## src/tfla_pkg.sv

```systemverilog
`default_nettype none

package tfla_pkg;

    // Pool size and derived widths
    localparam int TIMER_COUNT = 64;
    localparam int IDX_W       = $clog2(TIMER_COUNT);
    localparam int CNT_W       = $clog2(TIMER_COUNT + 1);

    // Port field widths
    localparam int RID_W  = 8;
    localparam int GID_W  = 6;
    localparam int FREE_W = 7;

    // Request codes
    typedef enum logic {
        FUNC_RESERVE = 1'b0,
        FUNC_RELEASE = 1'b1
    } func_t;

    // Result status codes
    typedef enum logic [1:0] {
        STAT_OK           = 2'd0,
        STAT_EMPTY        = 2'd1,
        STAT_RANGE        = 2'd2,
        STAT_NOT_RESERVED = 2'd3
    } status_t;

    // Sequencer states
    typedef enum logic {
        ST_IDLE = 1'b0,
        ST_EXEC = 1'b1
    } state_t;

    // Write port of the free ring
    typedef struct packed {
        logic             en;
        logic [IDX_W-1:0] addr;
        logic [IDX_W-1:0] data;
    } ring_wr_t;

    // Write port of the reserved marks
    typedef struct packed {
        logic             en;
        logic [IDX_W-1:0] addr;
        logic             data;
    } mark_wr_t;

endpackage

`default_nettype wire

```

## src/tfla_ring.sv

```systemverilog
`default_nettype none

// Free ring: one write port, one registered read port.
// An entry never written reads as its own index.
module tfla_ring
    import tfla_pkg::*;
(
    input  wire logic             clk,
    input  wire logic             rst_n,
    input  wire logic             rd_en,
    input  wire logic [IDX_W-1:0] rd_addr,
    output logic      [IDX_W-1:0] rd_data,
    input  wire ring_wr_t         wr
);

    logic [IDX_W-1:0]       mem [TIMER_COUNT];
    logic [TIMER_COUNT-1:0] valid_reg;
    logic [IDX_W-1:0]       q_reg;
    logic [IDX_W-1:0]       addr_reg;
    logic                   hit_reg;

    // Storage and read data
    always_ff @(posedge clk)
    begin
        if (wr.en)
        begin
            mem[wr.addr] <= wr.data;
        end
        if (rd_en)
        begin
            q_reg    <= mem[rd_addr];
            addr_reg <= rd_addr;
        end
    end

    // Written flags, cleared at reset
    always_ff @(posedge clk or negedge rst_n)
    begin
        if (!rst_n)
        begin
            valid_reg <= '0;
            hit_reg   <= 1'b0;
        end
        else
        begin
            if (wr.en)
            begin
                valid_reg[wr.addr] <= 1'b1;
            end
            if (rd_en)
            begin
                hit_reg <= valid_reg[rd_addr];
            end
        end
    end

    assign rd_data = hit_reg ? q_reg : addr_reg;

endmodule

`default_nettype wire

```

## src/tfla_mark.sv

```systemverilog
`default_nettype none

// Reserved marks: one write port, one registered read port.
// An entry never written reads as clear.
module tfla_mark
    import tfla_pkg::*;
(
    input  wire logic             clk,
    input  wire logic             rst_n,
    input  wire logic             rd_en,
    input  wire logic [IDX_W-1:0] rd_addr,
    output logic                  rd_data,
    input  wire mark_wr_t         wr
);

    logic                   mem [TIMER_COUNT];
    logic [TIMER_COUNT-1:0] valid_reg;
    logic                   q_reg;
    logic                   hit_reg;

    // Storage and read data
    always_ff @(posedge clk)
    begin
        if (wr.en)
        begin
            mem[wr.addr] <= wr.data;
        end
        if (rd_en)
        begin
            q_reg <= mem[rd_addr];
        end
    end

    // Written flags, cleared at reset
    always_ff @(posedge clk or negedge rst_n)
    begin
        if (!rst_n)
        begin
            valid_reg <= '0;
            hit_reg   <= 1'b0;
        end
        else
        begin
            if (wr.en)
            begin
                valid_reg[wr.addr] <= 1'b1;
            end
            if (rd_en)
            begin
                hit_reg <= valid_reg[rd_addr];
            end
        end
    end

    assign rd_data = hit_reg & q_reg;

endmodule

`default_nettype wire

```

## src/timer_id_free_list_allocator.sv

```systemverilog
// Channel   Handshake           Beat fields
// -------   -----------------   ---------------------------------
// request   start / busy        func, release_id
// result    done (one cycle)    granted_id, status, free_left
//
// In each request, the accept cycle issues reads of the free
// ring and the reserved marks, the next cycle checks and writes back.
// The result strobe comes in the cycle after that, and busy is already low
// then, so a new request can be taken while the result is shown; no request
// is taken while busy, as the memories have a registered read.
// Reset: pool full, ring holds 0..63 in order, no identifier reserved.
// The receiver cannot stall; each result is shown for exactly one cycle.
`default_nettype none

module timer_id_free_list_allocator
    import tfla_pkg::*;
(
    input  wire logic              clk,
    input  wire logic              rst_n,
    input  wire logic              start,
    output logic                   busy,
    input  wire logic              func,
    input  wire logic [RID_W-1:0]  release_id,
    output logic                   done,
    output logic      [GID_W-1:0]  granted_id,
    output logic      [1:0]        status,
    output logic      [FREE_W-1:0] free_left
);

    state_t             state_reg;
    state_t             state_next;
    logic [IDX_W-1:0]   take_reg;
    logic [IDX_W-1:0]   take_next;
    logic [IDX_W-1:0]   return_reg;
    logic [IDX_W-1:0]   return_next;
    logic [CNT_W-1:0]   count_reg;
    logic [CNT_W-1:0]   count_next;
    func_t              func_reg;
    logic [RID_W-1:0]   rid_reg;
    logic               done_reg;
    logic               done_next;
    logic [GID_W-1:0]   gid_reg;
    logic [GID_W-1:0]   gid_next;
    status_t            status_reg;
    status_t            status_next;
    logic [FREE_W-1:0]  free_reg;

    logic               accept;
    logic               exec;
    logic [IDX_W-1:0]   ring_q;
    logic               mark_q;
    logic               rid_in_range;
    ring_wr_t           ring_wr;
    mark_wr_t           mark_wr;

    // State memories
    tfla_ring u_ring (
        .clk     (clk),
        .rst_n   (rst_n),
        .rd_en   (accept),
        .rd_addr (take_reg),
        .rd_data (ring_q),
        .wr      (ring_wr)
    );

    tfla_mark u_mark (
        .clk     (clk),
        .rst_n   (rst_n),
        .rd_en   (accept),
        .rd_addr (IDX_W'(release_id)),
        .rd_data (mark_q),
        .wr      (mark_wr)
    );

    // Next state
    always_comb
    begin
        state_next = state_reg;
        unique case (state_reg)
            ST_IDLE:
            begin
                if (start)
                begin
                    state_next = ST_EXEC;
                end
            end
            ST_EXEC:
            begin
                state_next = ST_IDLE;
            end
            default:
            begin
                state_next = ST_IDLE;
            end
        endcase
    end

    // State outputs
    always_comb
    begin
        busy = 1'b0;
        exec = 1'b0;
        unique case (state_reg)
            ST_IDLE:
            begin
                busy = 1'b0;
            end
            ST_EXEC:
            begin
                busy = 1'b1;
                exec = 1'b1;
            end
            default:
            begin
                busy = 1'b0;
            end
        endcase
    end

    assign accept       = start & ~busy;
    assign rid_in_range = 32'(rid_reg) < TIMER_COUNT;

    // Check and write back
    always_comb
    begin
        take_next   = take_reg;
        return_next = return_reg;
        count_next  = count_reg;
        done_next   = exec;
        gid_next    = '0;
        status_next = STAT_OK;
        ring_wr     = '0;
        mark_wr     = '0;
        if (exec)
        begin
            if (func_reg == FUNC_RESERVE)
            begin
                if (count_reg == '0)
                begin
                    status_next = STAT_EMPTY;
                end
                else
                begin
                    gid_next     = GID_W'(ring_q);
                    mark_wr.en   = 1'b1;
                    mark_wr.addr = ring_q;
                    mark_wr.data = 1'b1;
                    take_next    = (32'(take_reg) == TIMER_COUNT - 1) ? '0 : take_reg + 1'b1;
                    count_next   = count_reg - 1'b1;
                end
            end
            else if (!rid_in_range)
            begin
                status_next = STAT_RANGE;
            end
            else if (!mark_q || count_reg >= CNT_W'(TIMER_COUNT))
            begin
                status_next = STAT_NOT_RESERVED;
            end
            else
            begin
                mark_wr.en   = 1'b1;
                mark_wr.addr = IDX_W'(rid_reg);
                mark_wr.data = 1'b0;
                ring_wr.en   = 1'b1;
                ring_wr.addr = return_reg;
                ring_wr.data = IDX_W'(rid_reg);
                return_next  = (32'(return_reg) == TIMER_COUNT - 1) ? '0 : return_reg + 1'b1;
                count_next   = count_reg + 1'b1;
            end
        end
    end

    // Control registers
    always_ff @(posedge clk or negedge rst_n)
    begin
        if (!rst_n)
        begin
            state_reg  <= ST_IDLE;
            take_reg   <= '0;
            return_reg <= '0;
            count_reg  <= CNT_W'(TIMER_COUNT);
            done_reg   <= 1'b0;
        end
        else
        begin
            state_reg  <= state_next;
            take_reg   <= take_next;
            return_reg <= return_next;
            count_reg  <= count_next;
            done_reg   <= done_next;
        end
    end

    // Request capture and result beat
    always_ff @(posedge clk)
    begin
        if (accept)
        begin
            func_reg <= func_t'(func);
            rid_reg  <= release_id;
        end
        if (exec)
        begin
            gid_reg    <= gid_next;
            status_reg <= status_next;
            free_reg   <= FREE_W'(count_next);
        end
    end

    assign done       = done_reg;
    assign granted_id = gid_reg;
    assign status     = status_reg;
    assign free_left  = free_reg;

endmodule

`default_nettype wire

```

## config.mk

```make
export PLATFORM = sky130hd
export DESIGN_NAME = timer_id_free_list_allocator
export DESIGN_NICKNAME = d
export VERILOG_FILES = /design/src/tfla_pkg.sv /design/src/tfla_ring.sv /design/src/tfla_mark.sv /design/src/timer_id_free_list_allocator.sv
export SDC_FILE = /design/constraint.sdc
export NUM_CORES = 1
export LEC_CHECK = 0
export BUFFER_PORTS_ARGS = -buffer_cell sky130_fd_sc_hd__buf_2
export CELL_PAD_IN_SITES_DETAIL_PLACEMENT = 0
export CELL_PAD_IN_SITES_GLOBAL_PLACEMENT = 2
export CORE_ASPECT_RATIO = 1.25
export CORE_UTILIZATION = 52
export DETAILED_ROUTE_END_ITERATION = 12
export PLACE_DENSITY = 0.87
export SYNTH_ARGS = -nofsm -noshare
export SYNTH_HDL_FRONTEND = slang
export SYNTH_HIERARCHICAL = 1
export SYNTH_SLANG_ARGS = --single-unit
```

## constraint.sdc

```tcl
create_clock -name clk -period 8.1 [get_ports clk]
set_input_delay 0.405 -clock clk [delete_from_list [all_inputs] [get_ports clk]]
set_output_delay 0.405 -clock clk [all_outputs]
set_load 0.01 [all_outputs]
```

==> flow_summary.yaml <==
status:
  outcome: "finished, final reports clean"
placement:
  gp_congestion: 0.7966
  post-dp-hpwl_um: 35730
  port_buffers: 28
min_path:
  whs_endpoint: "rid_reg[5]"
  hold_path.class: "primary input to flip-flop"
  hold_start: "release_id[5]"
  hold_depth: 1
clock_tree:
  clock-sinks: 636
  postCtsHoldBufs: 4
  cts_tree: "built"
  numCtsBuffers: 60
  path_clk_slew_ns: 0.07
  cts_setup_buffers: 0
  cts-root-buf: "clkbuf_16"
  cts_resized: 0
  htreeDepth: 2
  clockBufferDepth: 3
  insertion_delay_ns: 0.61
grt:
  grt_pass1_vias: 13430
  gr-total-overflow: 0
  grt_util_all_layers: 0.2350
  grt_pass1_wl_um: 86480
  antenna_found_initial: 0
  grt_max_degree: 85
synthesis:
  yosys.area.top_type: "edfxtp_1"
  synthArstFlopShare: 0.2374
  synth-seq-area-share: 0.7161
  syn_nets: 1446
  avgSynthCellArea_um2: 17.91
  synth_seq_cells: 636
  synth_ff_type: "edfxtp_1"
  ys_types: 67
  synth_area_leaders: "edfxtp_1 57%, dfrtp_1 15%, mux4_2 14%"
  synth_cells: 1430
  synth_edf_count: 485
  syn_area_mm2: 0.02562
  synth_top_area_frac: 0.5685
  yosysWarnings: 6
layout:
  mostFrequentLayoutCell: "edfxtp_1"
  final_layout_size_suffix_gt1_frac: 0.2880
  layout_common_cells: "485 x edfxtp_1, 157 x mux4_2, 150 x nor2_1, 147 x dfrtp_1, 115 x or2_2"
  area.growth.synth_to_final_pct: 10.32
  largest-register: "u_ring/mem"
  seqCellArea_mm2: 0.01835
  n_fill_cell: 3665
  largest_reg_flops: 384
  multi_input_area_mm2: 0.006875
  fin_nets: 1487
  antennaDiodeCount: 0
power_and_ir_drop:
  powerDensity_mw_per_mm2: 271.0
  power_mw: 7.658
  peakVddDrop_v: 0.0001864
  p_leak_nw: 10.78
timing:
  maxClockFrequency_mhz: 235.7
  setup_viol: 0
  rsz0062_at_grt: "false"
  post-route-period-util: 0.5239
  drv_slew: 0
  hold_viol: 0
  period_minus_slack_ns: 4.243
  fin_tns_setup_ns: 0
  worstMarginPinSlew_ns: 1.299
  skew_ns: 0.01960
  relSlewSlack: 0.1341
die:
  io_pins: 29
  core_area_mm2: 0.04842
  die_area_mm2: 0.05016
  initial_core_util: 0.5290
  placementRows: 90
  die_w_um: 200.5
  fp.dieH_um: 250.2
detailed_routing:
  drt-initial-drc-count: 1034
  drt_wl_total_um: 57150
  final_antenna_net_count: 0
  first_pass_iters: 5
  wire_per_inst_um: 26.40
  drc: 0
  via_count: 12950
  via_per_inst: 5.983
setup_path:
  crit_required_ns: 8.40
  cp_max_fo: 65
  worst-endpoint-arrival_ns: 4.55
  worstRegToRegCells: 8
  r2r-end: "u_mark/mem[9]"
  startpoint: "u_mark/hit_reg"
  r2r_slack_ns: 3.86
  start_kind: "flip-flop"
  path_class: "flip-flop to flip-flop"
  worstSetupEndpointType: "flip-flop"
  regToRegStartpoint: "u_mark/hit_reg"
run:
  maxCapViolations: 0
## worst max-delay path by stage
stage / end / slack, ns / cells after the start
floorplan: u_mark/mem[15] / 4.55 / 9
global placement: u_mark/mem[9] / 3.96 / 8
detailed placement: u_mark/mem[9] / 3.77 / 8
CTS: u_mark/mem[9] / 3.76 / 8
global route: u_mark/mem[18] / 3.55 / 8
finish: u_mark/mem[9] / 3.86 / 8
## final cells by class
type                    instances  area share
clock buffers                  87     0.05813
clock inverters                25    0.008368
inverters                      11    0.001461
multi-input cells             714      0.2433
flip-flops and latches        636      0.6494
well taps                     644     0.02851
repair buffers                 48     0.01085
## power breakdown
group          internal (mW)  switching, mW
Sequential              3.59          0.150
Clock                   1.53           1.17
Combinational          0.590          0.620
Total                   5.72           1.94
## cells in the mapped netlist, types with 6 or more instances
library cell  number
edfxtp_1         485
mux4_2           157
dfrtp_1          150
nor2_1           150
or2_2            115
nand2_1           38
mux2i_1           35
clkbuf_1          34
nand3_1           25
and2_1            18
buf_2             16
or2_1             16
nor2b_1           15
a21oi_1           13
mux2_2            11
o22ai_1           10
inv_1              9
nand2b_1           9
nand4_1            9
buf_4              8
nand3b_1           8
a21o_1             7
a22oi_1            7
buf_6              7
nor3_1             6
o21ai_0            6
## critical path, cell delays in order (launching register included)
cell and delay [ns]:
dfrtp_1 0.35, and2_1 0.14, nor4b_2 0.62, nand3_2 0.26, inv_2 0.35, and2_2 1.02, a21o_1 0.36, or3b_2 0.58
nor2_1 0.23
## through the flow
step	util	hold WS (ns)	cells	area (µm²)	setup slack [ns]
2_1_floorplan	-	0.1094	1430	25620	4.551
4_1_cts	0.5836	0.1617	2165	28260	3.762
5_1_grt	0.5836	0.1624	2165	28260	3.549
3_3_place_gp	0.5440	0.4449	2049	26340	3.959
3_5_place_dp	0.5440	0.4470	2049	26340	3.774
6_report	0.5836	0.1877	2165	28260	3.857
## layer usage
layer	global-route usage	vias up	part of all wire
li1	-	5629	-
met3	0.03838	110	0.047
met1	0.3038	6862	0.40
met4	0.08724	0	0.034
met5	0	-	0
met2	0.4026	352	0.52
## cell families after synthesis
group / Yosys count / synth area share
simple gates: 429 / 0.08748
xor+xnor: 5 / 0.001709
mux: 203 / 0.1565
compound gates: 73 / 0.02032
flops: 636 / 0.7161
fa+ha+maj: 4 / 0.001954
buf+inv: 80 / 0.01592
(Power assumes the default switching activity.)
